**src/lfsr_pitch_gate_sequencer_unit_macros.svh**
```systemverilog
// Assertion macros shared by the sequencer RTL.
// Depends on nothing; included by files that carry concurrent checks.
`ifndef LFSR_PITCH_GATE_SEQUENCER_UNIT_MACROS_SVH
`define LFSR_PITCH_GATE_SEQUENCER_UNIT_MACROS_SVH

// check sampled on the clock, off during reset
`define LPGS_ASSERT(name, prop, msg) \
   name: assert property (@(posedge clock) disable iff (reset) prop) else $error(msg);

// check sampled on the clock, active during reset as well
`define LPGS_ASSERT_ALWAYS(name, prop, msg) \
   name: assert property (@(posedge clock) prop) else $error(msg);

`endif

```
**src/lpgs_pkg.sv**
```systemverilog
// Shared types, register codes and the major-scale table for the sequencer.
// No dependencies; imported by every RTL module of the block.
package lpgs_pkg;

   localparam int CSR_ADDR_W = 5;
   localparam int CSR_DATA_W = 32;

   localparam logic [2:0] REG_TAP_MASK       = 3'd0;
   localparam logic [2:0] REG_GATE_MASK      = 3'd1;
   localparam logic [2:0] REG_GALOIS_MODE    = 3'd2;
   localparam logic [2:0] REG_FOLLOW_MODE    = 3'd3;
   localparam logic [2:0] REG_CHROMATIC_MODE = 3'd4;
   localparam logic [2:0] REG_ROW_A_WEIGHTS  = 3'd5;
   localparam logic [2:0] REG_ROW_B_WEIGHTS  = 3'd6;
   localparam logic [2:0] REG_ROW_C_WEIGHTS  = 3'd7;

   typedef struct packed {
      logic        clock_edge;
      logic        clock_level;
      logic        reset_pulse;
      logic        run_toggle;
      logic [7:0]  bit_toggle_mask;
   } req_type;

   typedef struct packed {
      logic        gate_out;
      logic [6:0]  pitch_a;
      logic [6:0]  pitch_b;
      logic [6:0]  pitch_c;
      logic [7:0]  lfsr_value;
   } rsp_type;

   typedef struct packed {
      logic [7:0]  tap_mask;
      logic [7:0]  gate_mask;
      logic        galois_mode;
      logic        follow_mode;
      logic        chromatic_mode;
      logic [23:0] row_a_weights;
      logic [23:0] row_b_weights;
      logic [23:0] row_c_weights;
   } cfg_type;

   // major scale degree -> semitone offset
   function automatic logic [3:0] major_step(input logic [2:0] degree);
      logic [3:0] semis;
      case (degree)
         3'd0: semis = 4'd0;
         3'd1: semis = 4'd2;
         3'd2: semis = 4'd4;
         3'd3: semis = 4'd5;
         3'd4: semis = 4'd7;
         3'd5: semis = 4'd9;
         3'd6: semis = 4'd11;
         default: semis = 4'd0;
      endcase
      return semis;
   endfunction

endpackage

```
**src/lfsr_pitch_gate_sequencer_unit.sv**
```systemverilog
// Top level of the LFSR pitch/gate step sequencer.
// Depends on lpgs_pkg, lpgs_csr, lpgs_step and the assertion macro header.
//
// One request word per audio sample produces one response word. A request is
// captured in an input register; when it may advance, the run flag, LFSR step,
// bit flips, gate and three pitches are worked out in one pass and written to
// the response register, where the response is then valid. Sustained
// throughput is one word per clock while rsp_ready stays high: the update of
// the LFSR, run flag and held pitches in one pass is the loop that sets it.
// The pipeline stalls only when the response register is full and rsp_ready
// is low. CHANNELS sets the LFSR length; taps, gate mask, flips and pitch
// weights reach only the low eight bits. Configure only while idle.
`include "lfsr_pitch_gate_sequencer_unit_macros.svh"

module lfsr_pitch_gate_sequencer_unit
   import lpgs_pkg::*;
#(
   parameter int CHANNELS = 8
) (
   input  logic                  clock,
   input  logic                  reset,
   input  logic                  req_valid,
   output logic                  req_ready,
   input  req_type               req_data,
   output logic                  rsp_valid,
   input  logic                  rsp_ready,
   output rsp_type               rsp_data,
   input  logic                  csr_psel,
   input  logic                  csr_penable,
   input  logic                  csr_pwrite,
   input  logic [CSR_ADDR_W-1:0] csr_paddr,
   input  logic [CSR_DATA_W-1:0] csr_pwdata,
   output logic [CSR_DATA_W-1:0] csr_prdata,
   output logic                  csr_pready
);

   cfg_type cfg;
   req_type s1_data_ff;
   logic    s1_valid_ff;
   logic    s1_valid_in;
   rsp_type out_data_ff;
   rsp_type out_data_in;
   logic    out_valid_ff;
   logic    out_valid_in;
   logic    req_accept;
   logic    advance;

   lpgs_csr u_csr (
      .clock   (clock),
      .reset   (reset),
      .psel    (csr_psel),
      .penable (csr_penable),
      .pwrite  (csr_pwrite),
      .paddr   (csr_paddr),
      .pwdata  (csr_pwdata),
      .prdata  (csr_prdata),
      .pready  (csr_pready),
      .cfg     (cfg)
   );

   assign advance    = s1_valid_ff & (~out_valid_ff | rsp_ready);
   assign req_ready  = ~s1_valid_ff | advance;
   assign req_accept = req_valid & req_ready;

   lpgs_step #(
      .CHANNELS (CHANNELS)
   ) u_step (
      .clock  (clock),
      .reset  (reset),
      .cfg    (cfg),
      .item   (s1_data_ff),
      .fire   (advance),
      .result (out_data_in)
   );

   always_comb begin
      s1_valid_in = s1_valid_ff;
      if (req_accept) begin
         s1_valid_in = 1'b1;
      end else if (advance) begin
         s1_valid_in = 1'b0;
      end
   end

   always_comb begin
      out_valid_in = out_valid_ff;
      if (advance) begin
         out_valid_in = 1'b1;
      end else if (rsp_ready) begin
         out_valid_in = 1'b0;
      end
   end

   always_ff @(posedge clock) begin
      if (reset) begin
         s1_valid_ff  <= 1'b0;
         out_valid_ff <= 1'b0;
      end else begin
         s1_valid_ff  <= s1_valid_in;
         out_valid_ff <= out_valid_in;
      end
   end

   always_ff @(posedge clock) begin
      if (req_accept) begin
         s1_data_ff <= req_data;
      end
      if (advance) begin
         out_data_ff <= out_data_in;
      end
   end

   assign rsp_valid = out_valid_ff;
   assign rsp_data  = out_data_ff;

   `LPGS_ASSERT(a_stall_blocks_input, s1_valid_ff && out_valid_ff && !rsp_ready |-> !req_ready, "input taken while both stages are full")
   `LPGS_ASSERT(a_advance_fills_output, advance |=> rsp_valid, "advanced word did not reach the response register")
   `LPGS_ASSERT(a_taken_word_retires, rsp_valid && rsp_ready && !advance |=> !rsp_valid, "response word repeated after being taken")
   `LPGS_ASSERT_ALWAYS(a_reset_empties, reset |=> !rsp_valid && !s1_valid_ff, "pipeline not empty after reset")

endmodule

```
**src/lpgs_csr.sv**
```systemverilog
// Configuration register file with an APB-style slave port.
// Depends on lpgs_pkg for the register codes and the cfg_type bundle.
module lpgs_csr
   import lpgs_pkg::*;
(
   input  logic                  clock,
   input  logic                  reset,
   input  logic                  psel,
   input  logic                  penable,
   input  logic                  pwrite,
   input  logic [CSR_ADDR_W-1:0] paddr,
   input  logic [CSR_DATA_W-1:0] pwdata,
   output logic [CSR_DATA_W-1:0] prdata,
   output logic                  pready,
   output cfg_type               cfg
);

   cfg_type    cfg_ff;
   cfg_type    cfg_in;
   logic       wr_en;
   logic [2:0] reg_idx;

   assign pready  = 1'b1;
   assign wr_en   = psel & penable & pwrite;
   assign reg_idx = paddr[4:2];

   always_comb begin
      cfg_in = cfg_ff;
      if (wr_en) begin
         case (reg_idx)
            REG_TAP_MASK:       cfg_in.tap_mask       = pwdata[7:0];
            REG_GATE_MASK:      cfg_in.gate_mask      = pwdata[7:0];
            REG_GALOIS_MODE:    cfg_in.galois_mode    = pwdata[0];
            REG_FOLLOW_MODE:    cfg_in.follow_mode    = pwdata[0];
            REG_CHROMATIC_MODE: cfg_in.chromatic_mode = pwdata[0];
            REG_ROW_A_WEIGHTS:  cfg_in.row_a_weights  = pwdata[23:0];
            REG_ROW_B_WEIGHTS:  cfg_in.row_b_weights  = pwdata[23:0];
            REG_ROW_C_WEIGHTS:  cfg_in.row_c_weights  = pwdata[23:0];
            default: cfg_in = cfg_ff;
         endcase
      end
   end

   always_ff @(posedge clock) begin
      if (reset) begin
         cfg_ff.tap_mask       <= 8'h80;
         cfg_ff.gate_mask      <= 8'hff;
         cfg_ff.galois_mode    <= 1'b1;
         cfg_ff.follow_mode    <= 1'b1;
         cfg_ff.chromatic_mode <= 1'b0;
         cfg_ff.row_a_weights  <= 24'd0;
         cfg_ff.row_b_weights  <= 24'd0;
         cfg_ff.row_c_weights  <= 24'd0;
      end else begin
         cfg_ff <= cfg_in;
      end
   end

   always_comb begin
      case (reg_idx)
         REG_TAP_MASK:       prdata = {24'd0, cfg_ff.tap_mask};
         REG_GATE_MASK:      prdata = {24'd0, cfg_ff.gate_mask};
         REG_GALOIS_MODE:    prdata = {31'd0, cfg_ff.galois_mode};
         REG_FOLLOW_MODE:    prdata = {31'd0, cfg_ff.follow_mode};
         REG_CHROMATIC_MODE: prdata = {31'd0, cfg_ff.chromatic_mode};
         REG_ROW_A_WEIGHTS:  prdata = {8'd0, cfg_ff.row_a_weights};
         REG_ROW_B_WEIGHTS:  prdata = {8'd0, cfg_ff.row_b_weights};
         REG_ROW_C_WEIGHTS:  prdata = {8'd0, cfg_ff.row_c_weights};
         default:            prdata = '0;
      endcase
   end

   assign cfg = cfg_ff;

endmodule

```
**src/lpgs_pitch.sv**
```systemverilog
// One pitch row: weighted sum of set register bits, then chromatic or
// major-scale mapping. Depends on lpgs_pkg for the scale table.
module lpgs_pitch
   import lpgs_pkg::*;
(
   input  logic [23:0] weights,
   input  logic [7:0]  bits,
   input  logic        chromatic,
   output logic [6:0]  pitch
);

   logic [5:0]  sum;
   logic [11:0] prod;
   logic [3:0]  octave;
   logic [6:0]  octave_x7;
   logic [6:0]  octave_x12;
   logic [2:0]  degree;

   always_comb begin
      sum = '0;
      for (int i = 0; i < 8; i++) begin
         if (bits[i]) begin
            sum = sum + {3'd0, weights[3*i +: 3]};
         end
      end
   end

   // sum / 7 as (sum * 37) >> 8, exact for sums below 64
   assign prod       = {6'd0, sum} * 12'd37;
   assign octave     = prod[11:8];
   assign octave_x7  = {octave, 3'b000} - {3'b000, octave};
   assign degree     = 3'(sum - octave_x7[5:0]);
   assign octave_x12 = {octave, 3'b000} + {1'b0, octave, 2'b00};

   assign pitch = chromatic ? {1'b0, sum}
                            : 7'(major_step(degree)) + octave_x12;

endmodule

```
**src/lpgs_step.sv**
```systemverilog
// Per-item datapath and sequencer state: run flag, LFSR step, bit flips,
// gate and held pitches. Depends on lpgs_pkg and lpgs_pitch.
module lpgs_step
   import lpgs_pkg::*;
#(
   parameter int CHANNELS = 8
) (
   input  logic    clock,
   input  logic    reset,
   input  cfg_type cfg,
   input  req_type item,
   input  logic    fire,
   output rsp_type result
);

   logic [CHANNELS-1:0] shift_ff;
   logic [CHANNELS-1:0] shift_in;
   logic                running_ff;
   logic                running_in;
   logic [6:0]          held_a_ff, held_b_ff, held_c_ff;
   logic [6:0]          held_a_in, held_b_in, held_c_in;

   logic [CHANNELS-1:0] tap_w;
   logic [CHANNELS-1:0] gate_w;
   logic [CHANNELS-1:0] flip_w;
   logic [CHANNELS-1:0] stepped;
   logic                do_step;
   logic                gate;
   logic                load_pitch;
   logic [7:0]          low_bits;
   logic [6:0]          pitch_a, pitch_b, pitch_c;

   assign tap_w  = CHANNELS'(cfg.tap_mask);
   assign gate_w = CHANNELS'(cfg.gate_mask);
   assign flip_w = CHANNELS'(item.bit_toggle_mask);

   assign running_in = running_ff ^ item.run_toggle;
   assign do_step    = (running_in & item.clock_edge) | item.reset_pulse;

   always_comb begin
      if (cfg.galois_mode) begin
         stepped = shift_ff >> 1;
         if (shift_ff[0]) begin
            stepped = stepped ^ tap_w;
         end
      end else begin
         stepped = {^(shift_ff & tap_w), shift_ff[CHANNELS-1:1]};
      end
   end

   assign shift_in = (do_step ? stepped : shift_ff) ^ flip_w;
   assign low_bits = 8'(shift_in);

   lpgs_pitch u_pitch_a (
      .weights   (cfg.row_a_weights),
      .bits      (low_bits),
      .chromatic (cfg.chromatic_mode),
      .pitch     (pitch_a)
   );

   lpgs_pitch u_pitch_b (
      .weights   (cfg.row_b_weights),
      .bits      (low_bits),
      .chromatic (cfg.chromatic_mode),
      .pitch     (pitch_b)
   );

   lpgs_pitch u_pitch_c (
      .weights   (cfg.row_c_weights),
      .bits      (low_bits),
      .chromatic (cfg.chromatic_mode),
      .pitch     (pitch_c)
   );

   assign gate       = running_in & item.clock_level & (|(shift_in & gate_w));
   assign load_pitch = gate | cfg.follow_mode | ~running_in;

   assign held_a_in = load_pitch ? pitch_a : held_a_ff;
   assign held_b_in = load_pitch ? pitch_b : held_b_ff;
   assign held_c_in = load_pitch ? pitch_c : held_c_ff;

   always_ff @(posedge clock) begin
      if (reset) begin
         shift_ff   <= CHANNELS'(8'h80);
         running_ff <= 1'b1;
         held_a_ff  <= '0;
         held_b_ff  <= '0;
         held_c_ff  <= '0;
      end else if (fire) begin
         shift_ff   <= shift_in;
         running_ff <= running_in;
         held_a_ff  <= held_a_in;
         held_b_ff  <= held_b_in;
         held_c_ff  <= held_c_in;
      end
   end

   assign result.gate_out   = gate;
   assign result.pitch_a    = held_a_in;
   assign result.pitch_b    = held_b_in;
   assign result.pitch_c    = held_c_in;
   assign result.lfsr_value = low_bits;

endmodule
```
**config.mk**
```make
export PLATFORM = sky130hd
export DESIGN_NAME = lfsr_pitch_gate_sequencer_unit
export DESIGN_NICKNAME = d
export VERILOG_FILES = /design/src/lpgs_pkg.sv /design/src/lfsr_pitch_gate_sequencer_unit.sv /design/src/lpgs_csr.sv /design/src/lpgs_pitch.sv /design/src/lpgs_step.sv
export VERILOG_INCLUDE_DIRS = /design/src /design/src/src
export SDC_FILE = /design/constraint.sdc
export NUM_CORES = 1
export LEC_CHECK = 0
export ABC_CLOCK_PERIOD_IN_PS = 13530
export BUFFER_PORTS_ARGS = -buffer_cell sky130_fd_sc_hd__buf_2
export CAP_MARGIN = 5
export CORE_UTILIZATION = 40
export DETAILED_ROUTE_END_ITERATION = 8
export PLACE_DENSITY = 0.64
export SLEW_MARGIN = 10
export SYNTH_ARGS = -nofsm -noshare
export SYNTH_HDL_FRONTEND = slang
export SYNTH_HIERARCHICAL = 1
export SYNTH_SLANG_ARGS = --single-unit
```
**constraint.sdc**
```tcl
create_clock -name clock -period 13.53 [get_ports clock]
set_clock_uncertainty 0.1 [all_clocks]
set_input_delay 1.353 -clock clock [delete_from_list [all_inputs] [get_ports clock]]
set_output_delay 1.353 -clock clock [all_outputs]
set_load 0.02 [all_outputs]
```
After elaboration in Yosys (flattened, before gate mapping) --
Cells that the tools add are included.
Operators by class: add/sub/neg operators 33, multiply operators 3, eq/ne operators 25, multiplexer cells 41, bitwise gates (word level) 20, reduce and logical (&&, ||, !) cells 13
Operators with widths (number):
- 32-bit case mux with 8 select lines | 1
- 6-bit by 3-bit adder with 6-bit output | 21
- 6-bit two-way mux | 21
- 4-bit case mux with 6 select lines | 3
- 7-bit two-way mux | 6
- 3-bit equality test (second input constant) | 13
- 6-bit by 6-bit multiplier with 12-bit output (second input constant) | 3
- 3-bit by 2-bit equality test with 1-bit output (second input constant) | 8
- 8-bit two-way mux | 3
- 4-bit by 7-bit adder with 7-bit output | 3
- 7-bit by 6-bit adder with 7-bit output | 3
- 8-bit bitwise AND | 2
- 2-bit AND reduction | 8
- 3-bit by 1-bit equality test with 1-bit output (second input constant) | 4
- 3-bit two-way mux | 3
- 1-bit by 3-bit subtractor with 3-bit output (first input constant) | 3
- 3-bit subtractor | 3
- 8-bit OR reduction | 1
- 8-bit parity | 1
- 7-bit by 8-bit bitwise XOR with 8-bit output | 1
- 8-bit bitwise XOR | 1
- 1-bit bitwise AND | 7
- 1-bit OR | 5
- 1-bit two-way mux | 4
- 4 further kinds | 7
Word-level totals: register bits after elaboration 165, input bits 56, output and inout port bits 65, word-level logic and storage cells 160

Longest topological paths before layout --
depth in word-level cells 28, gate-level depth with buffers 66, gate-level depth less buffers 65

Modules after synthesis --
Netlist, hierarchy kept.
By module, submodules not included:
- lpgs_csr | instances 1, cells an instance 546, area each 4126.5 um^2, seq. area each 1821.7 um^2
- lpgs_pitch at u_step.u_pitch_b | instances 1, cells an instance 297, area each 2313.5 um^2, seq. area each 0.0 um^2
- lpgs_pitch at u_step.u_pitch_a | instances 1, cells an instance 265, area each 2228.4 um^2, seq. area each 0.0 um^2
- lpgs_step | instances 1, cells an instance 232, area each 2178.3 um^2, seq. area each 600.6 um^2
- lpgs_pitch at u_step.u_pitch_c | instances 1, cells an instance 273, area each 2125.8 um^2, seq. area each 0.0 um^2
- lfsr_pitch_gate_sequencer_unit | instances 1, cells an instance 52, area each 1365.1 um^2, seq. area each 1301.2 um^2

Least setup slack after synthesis --
No wires, ideal clock.
path kind register -> register, start point register s1_data_ff[8] (netlist bit), end point register out_data_ff (netlist bit rsp_data[27]) (data pin), library setup time 0.262 ns, arrival time 12.972 ns, required time 13.168 ns, path slack 0.196 ns, stages on the path, launching flop included 64, path buffers 1, period minus slack after synthesis 13.334 ns, cells stage by stage edfxtp_1 xor2_2 a21o_1 buf_6 a22oi_1 xor2_1 nand2_1 xnor2_1 ha_1 nand2_1 o21ai_0 inv_1 fa_1 xor2_1 mux2i_1 a31o_2 ha_1 nor2b_1 (+28 left out) a21oi_1 o41ai_2 a21oi_1 xnor2_1 inv_1 fa_1 xor2_1 xnor3_2 xnor2_4 and3b_1 fa_1 ha_1 inv_1 fa_1 xnor2_1 nor2_1 a21oi_1 mux2_1
RTL lines:
- start: declaration | line lfsr_pitch_gate_sequencer_unit.sv:38 | req_type s1_data_ff;
- start signal: assignment | line lfsr_pitch_gate_sequencer_unit.sv:106 | s1_data_ff <= req_data;
- end signal: assignment | line lfsr_pitch_gate_sequencer_unit.sv:109 | out_data_ff <= out_data_in;
- end: declaration | line lfsr_pitch_gate_sequencer_unit.sv:41 | rsp_type out_data_ff;

==> impl_results.html <==
<table>
<tr><th>Metric</th><th>Value</th></tr>
<tr><th colspan="2">Status</th></tr>
<tr><td>Status</td><td>finished clean</td></tr>
<tr><th colspan="2">Setup path</th></tr>
<tr><td>Most numerous cell on the critical path</td><td>sky130_fd_sc_hd__ha_1</td></tr>
<tr><td>Crit. End Element</td><td>flop</td></tr>
<tr><td>Register-to-register setup slack</td><td>510 ps</td></tr>
<tr><td>Highest cell delay on the worst timing path</td><td>480 ps</td></tr>
<tr><td>Startpoint of the worst setup timing path</td><td>s1_data_ff[8]</td></tr>
<tr><td>CP Data Arrival Time</td><td>13,110 ps</td></tr>
<tr><td>Data required time of the worst path</td><td>13,620 ps</td></tr>
<tr><td>Logic depth of the worst register-to-register path</td><td>63</td></tr>
<tr><td>Worst Setup Path Type</td><td>flop to flop</td></tr>
<tr><td>Kind of launch point of the worst setup path</td><td>flop</td></tr>
<tr><td>CP max-delay cell</td><td>sky130_fd_sc_hd__fa_1</td></tr>
<tr><td>Critical R2R Launch</td><td>s1_data_ff[8]</td></tr>
<tr><td>Capturing point of the worst reg2reg path</td><td>rsp_data[20]</td></tr>
<tr><td>Maximum fanout encountered on the critical timing path</td><td>7</td></tr>
<tr><th colspan="2">Layout</th></tr>
<tr><td>Final design instance area without fill</td><td>16,670 µm²</td></tr>
<tr><td>Number of fill cells in the layout</td><td>3,352</td></tr>
<tr><td>Commonest non-fill, non-tap cells in the layout</td><td>sky130_fd_sc_hd__nand2_1, sky130_fd_sc_hd__a21oi_1, sky130_fd_sc_hd__dfxtp_1, sky130_fd_sc_hd__ha_1, sky130_fd_sc_hd__buf_2</td></tr>
<tr><td>Storage cell area</td><td>3724 µm²</td></tr>
<tr><td>Proportion of layout cells with a drive suffix above 1</td><td>24.16%</td></tr>
<tr><td>Final Net Count</td><td>~2,000</td></tr>
<tr><td>Most common cell after layout, fill and taps aside</td><td>sky130_fd_sc_hd__nand2_1</td></tr>
<tr><td>Layout Area Growth over Synthesis</td><td>16.26%</td></tr>
<tr><td>Multi-input combinational cell area</td><td>10,210 µm²</td></tr>
<tr><th colspan="2">Route</th></tr>
<tr><td>Routed length on met3</td><td>1502 µm</td></tr>
<tr><td>Total vias in the final route</td><td>12,160</td></tr>
<tr><td>DRC violation count after routing</td><td>0</td></tr>
<tr><td>Top routing layer used</td><td>met5</td></tr>
<tr><td>Detail-routed via count per cell</td><td>approximately 5.4</td></tr>
<tr><td>Total Wirelength</td><td>37,610 µm</td></tr>
<tr><td>Length of routed met2 wiring</td><td>around 18,000 µm</td></tr>
<tr><td>DR pass1 iterations</td><td>5</td></tr>
<tr><td>Initial DRC Count</td><td>around 740</td></tr>
<tr><td>Sum of routed wire segments on met1</td><td>17,260 µm</td></tr>
<tr><td>Final routed wire length divided by cell count</td><td>16.63 µm</td></tr>
<tr><td>Remaining number of nets flagged by the antenna check after routing</td><td>0</td></tr>
<tr><th colspan="2">Yosys</th></tr>
<tr><td>Number of storage elements in the synthesis netlist</td><td>roughly 170</td></tr>
<tr><td>Synth unique cells</td><td>107</td></tr>
<tr><td>Mapped Cells</td><td>1,665</td></tr>
<tr><td>Synth Warn #</td><td>6</td></tr>
<tr><td>Average size of a mapped cell</td><td>8.611 µm²</td></tr>
<tr><td>Combined area of all synthesized cells</td><td>between 10,000 and 15,000 µm²</td></tr>
<tr><td>Proportion of synthesized chip area in sequential cells</td><td>25.97%</td></tr>
<tr><td>Post-synth EDFFs</td><td>42</td></tr>
<tr><td>Post-synth ARST share</td><td>0%</td></tr>
<tr><td>Synth Flop Type</td><td>sky130_fd_sc_hd__dfxtp_1</td></tr>
<tr><th colspan="2">Timing</th></tr>
<tr><td>Shortest clock period the worst path allows after layout</td><td>about 13,000 ps</td></tr>
<tr><td>Number of failing hold endpoints at the final stage</td><td>0</td></tr>
<tr><td>Final worst path period share</td><td>between 90% and 100%</td></tr>
<tr><td>Least-Margin Pin Slew</td><td>1217 ps</td></tr>
<tr><td>Max Slew Vio Count</td><td>0</td></tr>
<tr><td>Max Freq</td><td>0.07681 GHz</td></tr>
<tr><td>Slew Limit Headroom</td><td>18.78%</td></tr>
<tr><td>Finish-stage setup viols</td><td>0</td></tr>
<tr><td>Aggregate negative setup slack</td><td>0 ps</td></tr>
<tr><th colspan="2">Pwr</th></tr>
<tr><td>Sum of internal, switching and leakage power</td><td>0.001582 W</td></tr>
<tr><td>Worst VDD drop</td><td>0.09846 mV</td></tr>
<tr><td>Static Leakage</td><td>roughly 7.1 nW</td></tr>
<tr><td>PwrDens</td><td>94.91 nW/µm²</td></tr>
<tr><th colspan="2">GRT</th></tr>
<tr><td>Maximum number of pins on one net before global-route repair</td><td>91</td></tr>
<tr><td>Number of global-route vias before repair</td><td>11,670</td></tr>
<tr><td>GR Overflow Total</td><td>0</td></tr>
<tr><td>Global Route Usage Sum</td><td>20.63%</td></tr>
<tr><td>Number of antenna violations at the first check in global routing</td><td>1</td></tr>
<tr><td>Global-route wire length before repair</td><td>between 50,000 and 60,000 µm</td></tr>
<tr><th colspan="2">Min path</th></tr>
<tr><td>WHS Endpoint</td><td>u_step/held_b_ff[0]</td></tr>
<tr><td>Cell depth of the worst min-delay path</td><td>2</td></tr>
<tr><td>Type of the most critical hold path</td><td>flop to flop</td></tr>
<tr><td>Min-delay src</td><td>u_step/held_b_ff[0]</td></tr>
<tr><th colspan="2">Placed design</th></tr>
<tr><td>Cell area reported after detailed placement</td><td>15,330 µm²</td></tr>
<tr><td>Post-detail-place hpwl</td><td>27,490 µm</td></tr>
<tr><td>Input/output buffers</td><td>around 100</td></tr>
<tr><td>Final RePlAce weighted congestion</td><td>around 0.87</td></tr>
<tr><th colspan="2">Clock tree</th></tr>
<tr><td>TritonCTS clock tree</td><td>done</td></tr>
<tr><td>TritonCTS Sinks</td><td>165</td></tr>
<tr><td>Clock Latency Late Sink</td><td>450 ps</td></tr>
<tr><td>Clock root buffer</td><td>sky130_fd_sc_hd__clkbuf_16</td></tr>
<tr><td>Clock slew at the register clock pins of the worst setup and hold paths</td><td>70 ps</td></tr>
<tr><td>Max Buffers Root-to-Sink</td><td>2</td></tr>
<tr><td>Num CTS Buffers</td><td>17</td></tr>
<tr><td>Number of buffers added to fix hold violations after cts</td><td>0</td></tr>
<tr><td>Maximum level of the CTS H-tree</td><td>4</td></tr>
<tr><th colspan="2">Die</th></tr>
<tr><td>Die area</td><td>36,610 µm²</td></tr>
<tr><td>Num ports</td><td>121</td></tr>
<tr><td>Floorplan Core Area</td><td>between 30,000 and 40,000 µm²</td></tr>
<tr><td>Width of the die</td><td>191.3 µm</td></tr>
<tr><td>Initial cell density of the core</td><td>between 40% and 50%</td></tr>
<tr><td>Overall die height</td><td>191.3 µm</td></tr>
<tr><td>Row Count</td><td>68</td></tr>
<tr><th colspan="2">Job</th></tr>
<tr><td>Maximum Capacitance Violations</td><td>0</td></tr>
</table>
[logic make-up (layout without fill, tap and decap cells)]
| kind of cell | after synthesis | count (layout) | share of synthesized area (%) |
|---|---|---|---|
| AO/OA/AOI/OAI | 378 | 378 | 17.07 |
| XOR/XNOR | 93 | 93 | 6.824 |
| adder cells (fa/ha/maj) | 162 | 162 | 15.71 |
| buffers and inverters | 193 | 326 | 6.327 |
| flip-flops | 165 | 165 | 25.97 |
| multiplexers | 111 | 111 | 9.041 |
| other | 2 | 10 | 0.05238 |
| AND/OR/NAND/NOR | 561 | 561 | 19.01 |
[stage by stage]
stage               setup slack, ps  util [%]  hold slack [ps]  std cells
finish                        510.5     47.78            374.6       2261
global route                 -171.0     47.78            395.1       2260
CTS                           2.611     45.81            375.7       2224
detailed placement           -205.2     43.95            360.3       2191
global placement              96.75     43.95            355.1       2191
floorplan                     195.8         -            341.7       1672
[final cells by class]
type	instances	share of cell area, %
Timing Repair Buffer	191	7.244
Sequential cell	165	22.34
Clock buffer	19	2.725
Antenna cell	1	0.01501
Clock inverter	13	0.6981
Multi-Input combinational cell	1314	61.24
Tap cell	455	3.415
Inverter	103	2.319
[how the worst max path moves through the flow]
stage / end / slack [ps] / cells after the start
4_1_cts: rsp_data[13] / 3 / 59
3_3_place_gp: rsp_data[20] / 100 / 55
2_1_floorplan: rsp_data[27] / 200 / 63
5_1_grt: rsp_data[27] / -170 / 64
3_5_place_dp: rsp_data[20] / -210 / 64
6_report: rsp_data[20] / 510 / 63
[power breakdown]
group / switching (W) / total (W) / internal [W]
clock network: 0.000226 / 0.000478 / 0.000252
registers: 0.0000141 / 0.000552 / 0.000538
logic: 0.000300 / 0.000552 / 0.000252
[synth_stat cells, types with 8 or more instances]
library cell / number / area [µm²]
sky130_fd_sc_hd__mux2i_1: 52 / 520.5
sky130_fd_sc_hd__o21ai_2: 9 / 78.83
sky130_fd_sc_hd__mux2_4: 23 / 345.3
sky130_fd_sc_hd__inv_1: 100 / 375.4
sky130_fd_sc_hd__nand2_1: 247 / 927.1
sky130_fd_sc_hd__dfxtp_1: 123 / 2462
sky130_fd_sc_hd__a31oi_1: 10 / 62.56
sky130_fd_sc_hd__nor2b_1: 32 / 200.2
sky130_fd_sc_hd__a211o_1: 9 / 78.83
sky130_fd_sc_hd__fa_1: 30 / 600.6
sky130_fd_sc_hd__nor3_1: 22 / 110.1
sky130_fd_sc_hd__nor2_1: 96 / 360.4
sky130_fd_sc_hd__xnor2_1: 54 / 473.0
sky130_fd_sc_hd__o21ai_1: 12 / 60.06
sky130_fd_sc_hd__and2_1: 10 / 62.56
sky130_fd_sc_hd__o22ai_1: 8 / 50.05
sky130_fd_sc_hd__xor2_1: 24 / 210.2
sky130_fd_sc_hd__buf_4: 19 / 142.6
sky130_fd_sc_hd__edfxtp_1: 42 / 1261
sky130_fd_sc_hd__clkbuf_1: 34 / 127.6
sky130_fd_sc_hd__o21a_1: 12 / 90.09
sky130_fd_sc_hd__nand2b_1: 59 / 369.1
sky130_fd_sc_hd__and3_1: 9 / 56.30
sky130_fd_sc_hd__a21o_1: 17 / 127.6
sky130_fd_sc_hd__a211oi_1: 12 / 90.09
sky130_fd_sc_hd__o21ai_0: 51 / 255.2
sky130_fd_sc_hd__a22oi_1: 25 / 187.7
sky130_fd_sc_hd__a21oi_1: 153 / 765.7
sky130_fd_sc_hd__ha_1: 132 / 1652
sky130_fd_sc_hd__nor2_2: 9 / 56.30
sky130_fd_sc_hd__buf_2: 26 / 130.1
sky130_fd_sc_hd__mux2_2: 30 / 337.8
sky130_fd_sc_hd__nand3_1: 24 / 120.1
[flip-flops by register name (all words and copies together) (netlist names), 7 cells and up]
signal / cells
rsp_data: 30
s1_data_ff: 12
u_csr/cfg: 91
u_step/held_a_ff: 7
u_step/held_b_ff: 7
u_step/held_c_ff: 7
u_step/shift_ff: 8
[critical path, delay by kind of cell, from the launching register on]
family / cells / cell delay, ps
AOI/OAI and AO/OA: 17 / 2400
muxes: 2 / 550
DFF: 1 / 450
buffers and inverters: 5 / 510
and+or+nand+nor: 16 / 2310
xor gates and xnor gates: 7 / 1290
adders and majority gates: 16 / 5150
[repair_timing]
| item | 4_1_cts | 5_1_grt |
|---|---|---|
| resized for setup | 16 | 94 |
| endpoints found under the setup margin | 13 | 25 |
| cloned | 0 | 0 |
| setup buffers | 1 | 36 |
| pin swaps | 2 | 46 |
| endpoints found under the hold margin | 0 | 0 |
[routing by layer]
layer  vias to the layer above  GRT usage, %
li1                       6039             -
met4                         2         5.739
met2                       278         35.66
met1                      5795         26.75
met3                        43         2.644
met5                         -             0
(Power assumes the default switching activity.)
